### config.mk
export PLATFORM = sky130hd
export DESIGN_NAME = byte_array_sort_and_search_flat
export DESIGN_NICKNAME = d
export VERILOG_FILES = /design/src/design/bass_pkg.sv /design/src/design/bass_ifs.sv /design/src/design/bass_ram.sv /design/src/design/bass_ctrl.sv /design/src/design/bass_dp.sv /design/src/design/byte_array_sort_and_search.sv /design/src/flat_wrapper.sv
export VERILOG_INCLUDE_DIRS = /design/src /design/src/design
export SDC_FILE = /design/constraint.sdc
export NUM_CORES = 1
export LEC_CHECK = 0
export BUFFER_PORTS_ARGS = -buffer_cell sky130_fd_sc_hd__buf_2
export CAP_MARGIN = 15
export CORE_MARGIN = 5
export CORE_UTILIZATION = 40
export CTS_CLUSTER_SIZE = 8
export DETAILED_ROUTE_END_ITERATION = 8
export PLACE_DENSITY_LB_ADDON = 0.25
export SLEW_MARGIN = 20
export SYNTH_ARGS = -nofsm -noshare
export SYNTH_HDL_FRONTEND = slang
export SYNTH_SLANG_ARGS = --single-unit
### constraint.sdc
create_clock -name clk -period 4.73 [get_ports clk]
set_clock_uncertainty 0.05 [all_clocks]
set_input_delay 0.473 -clock clk [delete_from_list [all_inputs] [get_ports clk]]
set_output_delay 0.473 -clock clk [all_outputs]
set_load 0.02 [all_outputs]
### src/design/byte_array_sort_and_search_macros.svh
// Assertion helpers shared by the block's modules.
// They sample on clk and are switched off while rst_n is low.
`ifndef BYTE_ARRAY_SORT_AND_SEARCH_MACROS_SVH
`define BYTE_ARRAY_SORT_AND_SEARCH_MACROS_SVH

// The consequent must hold in the same cycle as the antecedent.
`define BASS_ASSERT_SAME(label, ante, cons, msg) \
    label: assert property (@(posedge clk) disable iff (!rst_n) (ante) |-> (cons)) \
        else $error(msg);

// The consequent must hold in the cycle after the antecedent.
`define BASS_ASSERT_NEXT(label, ante, cons, msg) \
    label: assert property (@(posedge clk) disable iff (!rst_n) (ante) |=> (cons)) \
        else $error(msg);

`endif

### src/design/bass_pkg.sv
`timescale 1ns / 1ps

package bass_pkg;

    localparam int ENTRIES_DEFAULT = 32;
    localparam int MAX_RESULTS     = 32;

    localparam int OP_W    = 2;
    localparam int SLOT_W  = 5;
    localparam int DATA_W  = 8;
    localparam int POS_W   = 5;

    typedef enum logic [OP_W-1:0] {
        OP_WRITE  = 2'd0,
        OP_SORT   = 2'd1,
        OP_SEARCH = 2'd2
    } op_t;

    localparam logic KIND_ELEMENT = 1'b0;
    localparam logic KIND_SEARCH  = 1'b1;

    typedef struct packed {
        logic store_write;
        logic sort_start;
        logic sort_load;
        logic sort_step;
        logic sort_flush;
        logic emit_step;
        logic search_start;
        logic search_step;
    } dp_cmd_t;

    typedef struct packed {
        logic out_free;
        logic idx_last;
        logic emit_last;
        logic swapped;
        logic search_done;
    } dp_stat_t;

endpackage

### src/design/bass_ifs.sv
`timescale 1ns / 1ps

interface bass_in_if;
    logic                                valid;
    logic                                ready;
    logic [bass_pkg::OP_W-1:0]           op;
    logic [bass_pkg::SLOT_W-1:0]         slot;
    logic signed [bass_pkg::DATA_W-1:0]  element_value;
    logic signed [bass_pkg::DATA_W-1:0]  search_key;

    modport source (output valid, op, slot, element_value, search_key, input ready);
    modport sink (input valid, op, slot, element_value, search_key, output ready);
endinterface

interface bass_out_if;
    logic                                valid;
    logic                                ready;
    logic                                kind;
    logic signed [bass_pkg::DATA_W-1:0]  data_value;
    logic [bass_pkg::POS_W-1:0]          position;
    logic                                found;
    logic                                last;

    modport source (output valid, kind, data_value, position, found, last, input ready);
    modport sink (input valid, kind, data_value, position, found, last, output ready);
endinterface

### src/design/bass_ram.sv
`timescale 1ns / 1ps

module bass_ram #(
    parameter int WIDTH = 8,
    parameter int DEPTH = 32
) (
    input  logic                     clk,
    input  logic                     wr_en,
    input  logic [$clog2(DEPTH)-1:0] wr_addr,
    input  logic [WIDTH-1:0]         wr_data,
    input  logic                     rd_en,
    input  logic [$clog2(DEPTH)-1:0] rd_addr,
    output logic [WIDTH-1:0]         rd_data
);

    logic [WIDTH-1:0] mem [DEPTH];
    logic [WIDTH-1:0] rd_data_reg;

    always_ff @(posedge clk)
    begin
        if (wr_en)
        begin
            mem[wr_addr] <= wr_data;
        end
        if (rd_en)
        begin
            rd_data_reg <= mem[rd_addr];
        end
    end

    assign rd_data = rd_data_reg;

endmodule

### src/design/bass_ctrl.sv
`timescale 1ns / 1ps
`include "byte_array_sort_and_search_macros.svh"

module bass_ctrl (
    input  logic                       clk,
    input  logic                       rst_n,
    input  logic                       in_valid,
    input  logic [bass_pkg::OP_W-1:0]  in_op,
    output logic                       in_ready,
    input  bass_pkg::dp_stat_t         stat,
    output bass_pkg::dp_cmd_t          cmd
);

    typedef enum logic [5:0] {
        ST_IDLE       = 6'b000001,
        ST_SORT_LOAD  = 6'b000010,
        ST_SORT_STEP  = 6'b000100,
        ST_SORT_FLUSH = 6'b001000,
        ST_EMIT       = 6'b010000,
        ST_SEARCH     = 6'b100000
    } state_t;

    state_t state_reg;
    state_t state_next;

    always_comb
    begin
        state_next = state_reg;
        cmd        = '0;
        in_ready   = 1'b0;
        case (state_reg)
            ST_IDLE:
            begin
                in_ready = 1'b1;
                if (in_valid)
                begin
                    case (in_op)
                        bass_pkg::OP_WRITE:
                        begin
                            cmd.store_write = 1'b1;
                        end
                        bass_pkg::OP_SORT:
                        begin
                            cmd.sort_start = 1'b1;
                            state_next     = ST_SORT_LOAD;
                        end
                        bass_pkg::OP_SEARCH:
                        begin
                            cmd.search_start = 1'b1;
                            state_next       = ST_SEARCH;
                        end
                        default:
                        begin
                            state_next = ST_IDLE;
                        end
                    endcase
                end
            end
            ST_SORT_LOAD:
            begin
                cmd.sort_load = 1'b1;
                state_next    = ST_SORT_STEP;
            end
            ST_SORT_STEP:
            begin
                cmd.sort_step = 1'b1;
                if (stat.idx_last)
                begin
                    state_next = ST_SORT_FLUSH;
                end
            end
            ST_SORT_FLUSH:
            begin
                cmd.sort_flush = 1'b1;
                state_next     = stat.swapped ? ST_SORT_LOAD : ST_EMIT;
            end
            ST_EMIT:
            begin
                if (stat.out_free)
                begin
                    cmd.emit_step = 1'b1;
                    if (stat.emit_last)
                    begin
                        state_next = ST_IDLE;
                    end
                end
            end
            ST_SEARCH:
            begin
                if (stat.out_free)
                begin
                    cmd.search_step = 1'b1;
                    if (stat.search_done)
                    begin
                        state_next = ST_IDLE;
                    end
                end
            end
            default:
            begin
                state_next = ST_IDLE;
            end
        endcase
    end

    always_ff @(posedge clk or negedge rst_n)
    begin
        if (!rst_n)
        begin
            state_reg <= ST_IDLE;
        end
        else
        begin
            state_reg <= state_next;
        end
    end

    `BASS_ASSERT_SAME(a_result_slot_free, (cmd.emit_step || cmd.search_step), stat.out_free,
        "A result was produced while the output register was still occupied.")

endmodule

### src/design/bass_dp.sv
`timescale 1ns / 1ps
`include "byte_array_sort_and_search_macros.svh"

module bass_dp #(
    parameter int ENTRIES = bass_pkg::ENTRIES_DEFAULT
) (
    input  logic                                clk,
    input  logic                                rst_n,
    input  bass_pkg::dp_cmd_t                   cmd,
    output bass_pkg::dp_stat_t                  stat,
    input  logic [bass_pkg::SLOT_W-1:0]         slot,
    input  logic signed [bass_pkg::DATA_W-1:0]  element_value,
    input  logic signed [bass_pkg::DATA_W-1:0]  search_key,
    output logic                                out_valid,
    input  logic                                out_ready,
    output logic                                out_kind,
    output logic signed [bass_pkg::DATA_W-1:0]  out_data_value,
    output logic [bass_pkg::POS_W-1:0]          out_position,
    output logic                                out_found,
    output logic                                out_last
);

    localparam int AW     = $clog2(ENTRIES);
    localparam int BW     = AW + 1;
    localparam int EMIT_N = (ENTRIES < bass_pkg::MAX_RESULTS) ? ENTRIES : bass_pkg::MAX_RESULTS;
    localparam logic [AW-1:0] LAST_IDX = AW'(ENTRIES - 1);
    localparam logic [AW-1:0] EMIT_END = AW'(EMIT_N - 1);
    localparam logic [AW-1:0] MID0     = AW'((ENTRIES - 1) / 2);

    logic [AW-1:0]                     idx_reg, idx_next;
    logic                              swapped_reg, swapped_next;
    logic signed [bass_pkg::DATA_W-1:0] carry_reg, carry_next;
    logic signed [bass_pkg::DATA_W-1:0] key_reg, key_next;
    logic [BW-1:0]                     lo_reg, lo_next;
    logic [BW-1:0]                     hb_reg, hb_next;
    logic [AW-1:0]                     mid_reg, mid_next;

    logic                              ov_reg, ov_next;
    logic                              kind_reg, kind_next;
    logic signed [bass_pkg::DATA_W-1:0] data_reg, data_next;
    logic [bass_pkg::POS_W-1:0]        pos_reg, pos_next;
    logic                              found_reg, found_next;
    logic                              last_reg, last_next;
    logic                              out_load;

    logic                              wr_en;
    logic [AW-1:0]                     wr_addr;
    logic [bass_pkg::DATA_W-1:0]       wr_data;
    logic                              rd_en;
    logic [AW-1:0]                     rd_addr;
    logic [bass_pkg::DATA_W-1:0]       rd_data;
    logic signed [bass_pkg::DATA_W-1:0] rd_val;

    logic                              idx_last;
    logic                              emit_last;
    logic                              carry_gt;
    logic                              key_eq;
    logic                              key_gt;
    logic [BW-1:0]                     lo_cand;
    logic [BW-1:0]                     hb_cand;
    logic [BW:0]                       mid_sum;
    logic                              range_empty;
    logic                              search_done;

    bass_ram #(
        .WIDTH (bass_pkg::DATA_W),
        .DEPTH (ENTRIES)
    ) u_store (
        .clk     (clk),
        .wr_en   (wr_en),
        .wr_addr (wr_addr),
        .wr_data (wr_data),
        .rd_en   (rd_en),
        .rd_addr (rd_addr),
        .rd_data (rd_data)
    );

    assign rd_val    = signed'(rd_data);
    assign idx_last  = (idx_reg == LAST_IDX);
    assign emit_last = (idx_reg == EMIT_END);
    assign carry_gt  = (carry_reg > rd_val);

    assign key_eq      = (rd_val == key_reg);
    assign key_gt      = (rd_val < key_reg);
    assign lo_cand     = key_gt ? (BW'(mid_reg) + BW'(1)) : lo_reg;
    assign hb_cand     = key_gt ? hb_reg : BW'(mid_reg);
    assign mid_sum     = {1'b0, lo_cand} + {1'b0, hb_cand} - (BW + 1)'(1);
    assign range_empty = !(lo_cand < hb_cand);
    assign search_done = key_eq || range_empty;

    assign stat.out_free    = !ov_reg || out_ready;
    assign stat.idx_last    = idx_last;
    assign stat.emit_last   = emit_last;
    assign stat.swapped     = swapped_reg;
    assign stat.search_done = search_done;

    always_comb
    begin
        idx_next     = idx_reg;
        swapped_next = swapped_reg;
        carry_next   = carry_reg;
        key_next     = key_reg;
        lo_next      = lo_reg;
        hb_next      = hb_reg;
        mid_next     = mid_reg;
        out_load     = 1'b0;
        kind_next    = kind_reg;
        data_next    = data_reg;
        pos_next     = pos_reg;
        found_next   = found_reg;
        last_next    = last_reg;
        wr_en        = 1'b0;
        wr_addr      = idx_reg - AW'(1);
        wr_data      = carry_reg;
        rd_en        = 1'b0;
        rd_addr      = idx_reg;

        if (cmd.store_write)
        begin
            wr_en   = (32'(slot) < ENTRIES);
            wr_addr = AW'(slot);
            wr_data = element_value;
        end

        if (cmd.sort_start)
        begin
            rd_en        = 1'b1;
            rd_addr      = '0;
            idx_next     = AW'(1);
            swapped_next = 1'b0;
        end

        if (cmd.sort_load)
        begin
            rd_en      = 1'b1;
            rd_addr    = idx_reg;
            carry_next = rd_val;
        end

        if (cmd.sort_step)
        begin
            wr_en        = 1'b1;
            wr_addr      = idx_reg - AW'(1);
            wr_data      = carry_gt ? rd_val : carry_reg;
            carry_next   = carry_gt ? carry_reg : rd_val;
            swapped_next = swapped_reg || carry_gt;
            rd_en        = !idx_last;
            rd_addr      = idx_reg + AW'(1);
            idx_next     = idx_reg + AW'(1);
        end

        if (cmd.sort_flush)
        begin
            wr_en        = 1'b1;
            wr_addr      = LAST_IDX;
            wr_data      = carry_reg;
            rd_en        = 1'b1;
            rd_addr      = '0;
            idx_next     = swapped_reg ? AW'(1) : '0;
            swapped_next = 1'b0;
        end

        if (cmd.emit_step)
        begin
            out_load   = 1'b1;
            kind_next  = bass_pkg::KIND_ELEMENT;
            data_next  = rd_val;
            pos_next   = bass_pkg::POS_W'(idx_reg);
            found_next = 1'b0;
            last_next  = emit_last;
            rd_en      = !emit_last;
            rd_addr    = idx_reg + AW'(1);
            idx_next   = emit_last ? '0 : idx_reg + AW'(1);
        end

        if (cmd.search_start)
        begin
            key_next = search_key;
            lo_next  = '0;
            hb_next  = BW'(ENTRIES);
            mid_next = MID0;
            rd_en    = 1'b1;
            rd_addr  = MID0;
        end

        if (cmd.search_step)
        begin
            if (search_done)
            begin
                out_load   = 1'b1;
                kind_next  = bass_pkg::KIND_SEARCH;
                data_next  = '0;
                pos_next   = key_eq ? bass_pkg::POS_W'(mid_reg) : '0;
                found_next = key_eq;
                last_next  = 1'b1;
            end
            else
            begin
                lo_next  = lo_cand;
                hb_next  = hb_cand;
                mid_next = mid_sum[AW:1];
                rd_en    = 1'b1;
                rd_addr  = mid_sum[AW:1];
            end
        end

        if (out_load)
        begin
            ov_next = 1'b1;
        end
        else if (out_ready)
        begin
            ov_next = 1'b0;
        end
        else
        begin
            ov_next = ov_reg;
        end
    end

    always_ff @(posedge clk or negedge rst_n)
    begin
        if (!rst_n)
        begin
            ov_reg      <= 1'b0;
            idx_reg     <= '0;
            swapped_reg <= 1'b0;
            lo_reg      <= '0;
            hb_reg      <= '0;
            mid_reg     <= '0;
        end
        else
        begin
            ov_reg      <= ov_next;
            idx_reg     <= idx_next;
            swapped_reg <= swapped_next;
            lo_reg      <= lo_next;
            hb_reg      <= hb_next;
            mid_reg     <= mid_next;
        end
    end

    always_ff @(posedge clk)
    begin
        carry_reg <= carry_next;
        key_reg   <= key_next;
        kind_reg  <= kind_next;
        data_reg  <= data_next;
        pos_reg   <= pos_next;
        found_reg <= found_next;
        last_reg  <= last_next;
    end

    assign out_valid      = ov_reg;
    assign out_kind       = kind_reg;
    assign out_data_value = data_reg;
    assign out_position   = pos_reg;
    assign out_found      = found_reg;
    assign out_last       = last_reg;

    `BASS_ASSERT_SAME(a_no_port_collision, (wr_en && rd_en), (wr_addr != rd_addr),
        "The store was read and written at the same address in one cycle.")
    `BASS_ASSERT_SAME(a_probe_in_range, cmd.search_step,
        ((BW'(mid_reg) >= lo_reg) && (BW'(mid_reg) < hb_reg)),
        "A search probe fell outside the live range.")
    `BASS_ASSERT_NEXT(a_search_answer_shown, (cmd.search_step && search_done),
        (ov_reg && last_reg && (kind_reg == bass_pkg::KIND_SEARCH)),
        "A finished search did not present its answer.")

endmodule

### src/design/byte_array_sort_and_search.sv
`timescale 1ns / 1ps
// Holds ENTRIES signed bytes in a single-port-read, single-port-write memory.
// A write beat stores one byte and gives no result; slots at or beyond
// ENTRIES and op 3 are ignored. A sort beat bubble-sorts the array in place:
// each pass streams the memory once with the larger byte carried in a
// register, and sorting stops after the first pass without an exchange;
// then the elements stream out at one beat per cycle while the output
// register is free, smallest first, at most 32 of them, the final one
// marked last. A search beat probes the array as stored with a binary
// search, one probe per cycle after a registered memory read while the
// output register is free. Results wait in an output register; a new beat
// is taken once the previous one has produced all of its results. Entries
// hold no defined value until written, and sorting or searching an array
// with unwritten entries gives undefined results.
module byte_array_sort_and_search #(
    parameter int ENTRIES = bass_pkg::ENTRIES_DEFAULT
) (
    input  logic      clk,
    input  logic      rst_n,
    bass_in_if.sink   item,
    bass_out_if.source result
);

    bass_pkg::dp_cmd_t  cmd;
    bass_pkg::dp_stat_t stat;

    bass_ctrl u_ctrl (
        .clk      (clk),
        .rst_n    (rst_n),
        .in_valid (item.valid),
        .in_op    (item.op),
        .in_ready (item.ready),
        .stat     (stat),
        .cmd      (cmd)
    );

    bass_dp #(
        .ENTRIES (ENTRIES)
    ) u_dp (
        .clk            (clk),
        .rst_n          (rst_n),
        .cmd            (cmd),
        .stat           (stat),
        .slot           (item.slot),
        .element_value  (item.element_value),
        .search_key     (item.search_key),
        .out_valid      (result.valid),
        .out_ready      (result.ready),
        .out_kind       (result.kind),
        .out_data_value (result.data_value),
        .out_position   (result.position),
        .out_found      (result.found),
        .out_last       (result.last)
    );

endmodule

### src/flat_wrapper.sv
// flat-port wrapper written by rule: the top's interface ports become plain ports
module byte_array_sort_and_search_flat 
#(
    parameter int ENTRIES = bass_pkg::ENTRIES_DEFAULT
)
  (clk, rst_n, item_valid, item_op, item_slot, item_element_value, item_search_key, item_ready, result_valid, result_kind, result_data_value, result_position, result_found, result_last, result_ready);
  bass_in_if item_i ();
  bass_out_if result_i ();
  input  logic clk;
  input  logic rst_n;
  input wire logic [$bits(item_i.valid)-1:0] item_valid;
  input wire logic [$bits(item_i.op)-1:0] item_op;
  input wire logic [$bits(item_i.slot)-1:0] item_slot;
  input wire logic [$bits(item_i.element_value)-1:0] item_element_value;
  input wire logic [$bits(item_i.search_key)-1:0] item_search_key;
  output wire logic [$bits(item_i.ready)-1:0] item_ready;
  output wire logic [$bits(result_i.valid)-1:0] result_valid;
  output wire logic [$bits(result_i.kind)-1:0] result_kind;
  output wire logic [$bits(result_i.data_value)-1:0] result_data_value;
  output wire logic [$bits(result_i.position)-1:0] result_position;
  output wire logic [$bits(result_i.found)-1:0] result_found;
  output wire logic [$bits(result_i.last)-1:0] result_last;
  input wire logic [$bits(result_i.ready)-1:0] result_ready;
  assign item_i.valid = item_valid;
  assign item_i.op = item_op;
  assign item_i.slot = item_slot;
  assign item_i.element_value = item_element_value;
  assign item_i.search_key = item_search_key;
  assign item_ready = item_i.ready;
  assign result_valid = result_i.valid;
  assign result_kind = result_i.kind;
  assign result_data_value = result_i.data_value;
  assign result_position = result_i.position;
  assign result_found = result_i.found;
  assign result_last = result_i.last;
  assign result_i.ready = result_ready;
  byte_array_sort_and_search #(.ENTRIES(ENTRIES)) u_core (.clk(clk), .rst_n(rst_n), .item(item_i), .result(result_i));
endmodule
# Yosys cells after proc, flatten, opt, wreduce, memory -nomap -nowiden
# Memories as Yosys holds them, arrays and structs flattened. A register that Yosys moved wholly into a read port is not among the register bits.
# Cells that the tools add are included.
# totals
register_bits,62
latchBits,0
ram_bits,256
rom_bits,0
inputBits,27
out_inout_bits,18
wordCells,149
mem_count,1
# op_classes
add_sub_neg,5
multipliers,0
n_div,0
magnitude_cmp,3
n_eq_ne,18
n_shift,0
mux,95
bitwise,0
reduce_logical,13
# mem_list
memory,words,width,rd,rd_clocked_by_memory_dff,write_ports,line_no,text
u_core.u_dp.u_store.mem,32,8,1,1,1,bass_ram.sv:16,logic [WIDTH-1:0] mem [DEPTH];
# ops
operator,n
two-way mux 5 bit,24
two-way mux 6 bit,14
two-way mux 8 bit,10
two-way mux 1 bit,43
one-hot mux 6 bit (6 select lines),1
one-hot mux 6 bit (3 select lines),1
"inequality test 2 bit, second input constant",6
== test 8 bit,1
greater-than comparator 8 bit,1
< comparator 8 bit,1
AND reduction 7 bit,1
"adder 5 x 1 -> 6 bit, second input constant",1
adder 6 bit,1
"== test 6 x 1 -> 1 bit, second input constant",1
"== test 6 x 2 -> 1 bit, second input constant",1
"== test 6 x 3 -> 1 bit, second input constant",1
"== test 6 x 4 -> 1 bit, second input constant",1
"== test 6 x 5 -> 1 bit, second input constant",1
"== test 6 bit, second input constant",1
< comparator 6 bit,1
"subtractor 6 x 1 -> 6 bit, second input constant",1
"adder 5 x 1 -> 5 bit, second input constant",1
"== test 5 bit, second input constant",1
"subtractor 5 x 1 -> 5 bit, second input constant",1
other kinds (11),18

# Logic depth before layout (Yosys ltp)
# depth
depth_word,12
ltp_mapped,23
ltp_nobuf,20

# By module
# From an unflattened synthesis, not the netlist that was laid out.
# unflattened
cells_unflattened,883
hier_area_um2,14421.3
# modules_own_cells
mod,instances,cells_per_inst,area_per_inst_um2,seq_area_each_um2
bass_ram,1,417,10133.5,7927.6
bass_dp,1,415,3817.4,1401.3
bass_ctrl,1,51,470.5,151.4

# Worst setup path before layout
# No wires, ideal clock.
# synth_timing
path_type,register to register
start,"register u_core.u_dp.u_store.rd_data_reg[5], in the netlist u_core.u_dp.u_store.rd_data[5], read port of u_core.u_dp.u_store.mem"
end,"register u_core.u_dp.u_store.rd_data_reg[6], in the netlist u_core.u_dp.u_store.rd_data[6], read port of u_core.u_dp.u_store.mem, data pin"
setup_ns,0.263
arrival_ns,4.301
required_ns,4.417
setup_slack_ns,0.116
path_stages_with_launch,22
synth_period_minus_slack_ns,4.614
path_cell_list,edfxtp_1 ha_1 a21oi_2 o211ai_2 and2_4 buf_6 nor2_4 mux2i_1 inv_1 ha_1 ha_1 inv_1 fa_1 xnor2_1 xnor3_1 o31a_1 buf_4 buf_2 a21oi_1 a22oi_1 a31oi_1 nand3_1
# synth_via
elab_chain_cells,7
elab_cells_between_ends,13
cone_classes,add/sub (2); order compare (2); eq/ne (1); mux (6); reduce/logical (2)
# synth_rtl
element,line_no,text
"start, declared",bass_ram.sv:17,logic [WIDTH-1:0] rd_data_reg;
"parallel branches: the longest is 7 deep, another holds < comparator 8 bit",--,
# Parallel ways; which one is timed is not known.
# A chain may end at the register's enable or synchronous reset.

# Worst setup path after layout
# layout_timing
start,"register u_core.u_dp.u_store.rd_data_reg[4], in the netlist u_core.u_dp.u_store.rd_data[4], read port of u_core.u_dp.u_store.mem"
end,"register u_core.u_dp.u_store.rd_data_reg[1], in the netlist u_core.u_dp.u_store.rd_data[1], read port of u_core.u_dp.u_store.mem, data pin"
# Same word-level chain as after synthesis.

==> results.cfg <==
[yosys]
yosysUniqueCellTypes = 93
synth_edf_count = 280
yosysSeqAreaShare_pct = 63.6
syn_area_per_cell_um2 = 11.9
synth_nets = 1309
netlist_area_um2 = 14900
async_flop_share_pct = 9.20
yosysWarnings = 0
ys_ff_latch = 326
synthCells = 1248
yosys_most_used_dff = edfxtp_1

[final_layout]
fillers = 3189
final_cell_mix = edfxtp_1 (280), nand2_1 (215), nor2_1 (103)
largest_reg_flops = 256
largest_register = u_core.u_dp.u_store.mem
drive_above_1_share_pct = 22.4
final_net_count = 1445
fin_util_pct = 49.5
layout_commonest_cell = edfxtp_1
syn_to_final_growth_pct = 21.9
final_cell_count_no_fill = 1868
multi_input_area_um2 = 5420
diodes = 0
seq_area_um2 = 9480
fin_area_um2 = 18200

[global_routing]
grtUsageTotal_pct = 19.6
grt_pass1_wl_mm = 62.4
grt_start_max_net_pins = 49
gr-total-overflow = 0
grt_pass1_vias = 10403
antenna_found_initial = 0

[cts]
htreeDepth = 2
cts_buffers = 46
path_clk_slew_ns = 0.05
cts_tree = done
cts-root-buf = clkbuf_16
cts_sinks = 326
cts_buffer_depth = 3
clock_latency_ns = 0.56

[routing]
firstDrtPassIters = 5
vias_per_cell = 5.65
drt_iter0_markers = 1001
vias = 10559
drc = 0
drt-wirelength-per-cell_um = 22.3
ant_nets = 0
drt-total-wl_mm = 41.6

[die]
die_height_um = 203
io_pins = 45
fp.dieW_um = 203
die_area_um2 = 41200
core_um2 = 36700
num_rows = 70
start_util_pct = 40.6

[setup_path]
crit_path_max_incr_delay_ns = 0.47
critPathCaptureType = register
worstSetupStartpointType = register
arrival_ns = 4.92
crit_fanout = 8
cp.required_ns = 4.94
cp_cell_sequence = ha_2, a21oi_2, o211ai_2, and2_4, nor2_4, mux2i_1, inv_1, ha_4, ha_4, inv_2, fa_2, buf_4, o41ai_2, a211oi_2, buf_4, o22ai_4, nand2b_2, a31oi_1, a31oi_1, nand3_1
slowest_stage = edfxtp_1
crit_type = register to register

[timing]
fin_crit_ns = 4.71
worst_pin_slew_ns = 0.905
hold_viol = 0
setup_viol = 0
drv_slew = 0
fmax_mhz = 212
worst_slack_ns = 0.0217
timing.final.crit_share_pct = 99.5
rsz0062_at_grt = true
relSlewSlack_pct = 39.5

[power]
clockPowerShare_pct = 23.5
power.net_switching_mw = 4.98
p_int_mw = 7.68
p_seq_share_pct = 29.1
p_comb_share_pct = 47.4
swShare_pct = 39.3
p_leak_nw = 6.58
p_total_mw = 12.7
power_density_nw_per_um2 = 697
ir_drop_uv = 433

[place]
dp_hpwl_mm = 27.6
place_ws_ns = -0.367
numPlacedInstances = 1793
gp_congestion = 0.885
portBuffers = 44
placed_area_um2 = 16300

[worst_hold_path]
min_path_type = input pin to register

[job]
cap_violations = 0

[outcome]
outcome = completed
## metrics by stage
stage	setup TNS [ns]	hold WS, ns
CTS	-0.113	0.0371
global placement	-1.51	0.380
floorplan	0	0.127
finish	0	0.0508
global route	-0.838	0.0357
detailed placement	-2.08	0.381
## layout make-up
cell class	count	area share, %
Multi-Input combinational cell	816	29.8
Clock buffer	62	6.78
Sequential cell	326	52.2
Clock inverter	2	0.331
Inverter	38	0.785
Tap cell	468	3.22
Timing Repair Buffer	156	6.88
## power by group through the flow
stage,sequential (mW),clock [mW],combinational (mW)
after global routing,3.70,3.17,6.48
after floorplan,3.70,0,3.29
after global placement,3.72,0,5.36
after CTS,3.67,3.03,5.56
after detailed placement,3.72,0,5.37
final,3.69,2.97,6.00
## synthesized netlist by cell type, drive strengths merged, types with 5 or more instances
cell type / n / area (µm²)
a211oi: 10 / 75.1
a21boi: 11 / 86.3
a21oi: 67 / 369
a221oi: 16 / 140
a311oi: 7 / 61.3
a31o: 5 / 43.8
a31oi: 19 / 134
a32o: 5 / 50.1
a32oi: 22 / 193
and2: 18 / 115
and3: 11 / 68.8
buf: 39 / 246
clkbuf: 29 / 111
dfrtp: 29 / 726
dfxtp: 16 / 320
edfxtp: 280 / 8410
ha: 33 / 413
inv: 37 / 139
mux2i: 11 / 123
nand2: 219 / 837
nand2b: 9 / 63.8
nand3: 70 / 355
nand4: 21 / 144
nor2: 107 / 422
nor3: 11 / 66.3
nor4: 7 / 65.1
nor4b: 6 / 52.6
o21a: 5 / 37.5
o21ai: 39 / 210
o22ai: 13 / 87.6
o31a: 5 / 43.8
o31ai: 5 / 52.6
or2: 5 / 31.3
or3: 6 / 37.5
xnor2: 8 / 70.1
## cells by family (layout without fill, tap and decap cells)
| family | after synthesis | count (layout) | share of synthesized area [%] |
|---|---|---|---|
| flip-flops | 326 | 326 | 63.6 |
| adder cells (fa/ha/maj) | 34 | 34 | 2.90 |
| XOR/XNOR | 12 | 12 | 0.890 |
| AO/OA/AOI/OAI | 254 | 254 | 12.4 |
| multiplexers | 12 | 12 | 0.898 |
| AND/OR/NAND/NOR | 504 | 504 | 16.0 |
| buffers and inverters | 106 | 258 | 3.36 |
## per-layer routing
| metal | wire length [µm] | GRT usage (%) |
|---|---|---|
| met4 | 1010 | 5.95 |
| met5 | 0 | 0 |
| met3 | 2870 | 3.91 |
| met1 | 17800 | 26.5 |
| met2 | 19900 | 32.3 |
## worst max-delay path: cells and delay by family, from the launching register on
| family | cells | cell delay, ns |
|---|---|---|
| DFF | 1 | 0.47 |
| muxes | 1 | 0.24 |
| and+or+nand+nor | 4 | 0.77 |
| AOI/OAI and AO/OA | 7 | 1.36 |
| buffers and inverters | 4 | 0.47 |
| adders and majority gates | 4 | 1.04 |
## final timing paths
path,startpoint,to,slack [ns],cells past startpoint
max in group asynchronous,rst_n,u_core.u_ctrl.state_reg[2],3.66,2
min in group asynchronous,rst_n,u_core.u_dp.lo_reg[4],0.46,2
hold reg to reg,u_core.u_dp.out_kind,u_core.u_dp.out_kind,0.39,2
hold / removal,item_search_key[6],u_core.u_dp.key_reg[6],0.05,1
setup reg to reg,u_core.u_dp.u_store.rd_data[4],u_core.u_dp.u_store.rd_data[1],0.02,20
setup / recovery,u_core.u_dp.u_store.rd_data[4],u_core.u_dp.u_store.rd_data[1],0.02,20
## repair_timing
action,CTS,global route
resized for setup,28,44
pin swaps,0,21
hold buffers,1,0
hold endpoints to repair,29,0
setup buffers,0,10
endpoints found under the setup margin,8,8
No activity file was read; power rests on OpenSTA's default activity.
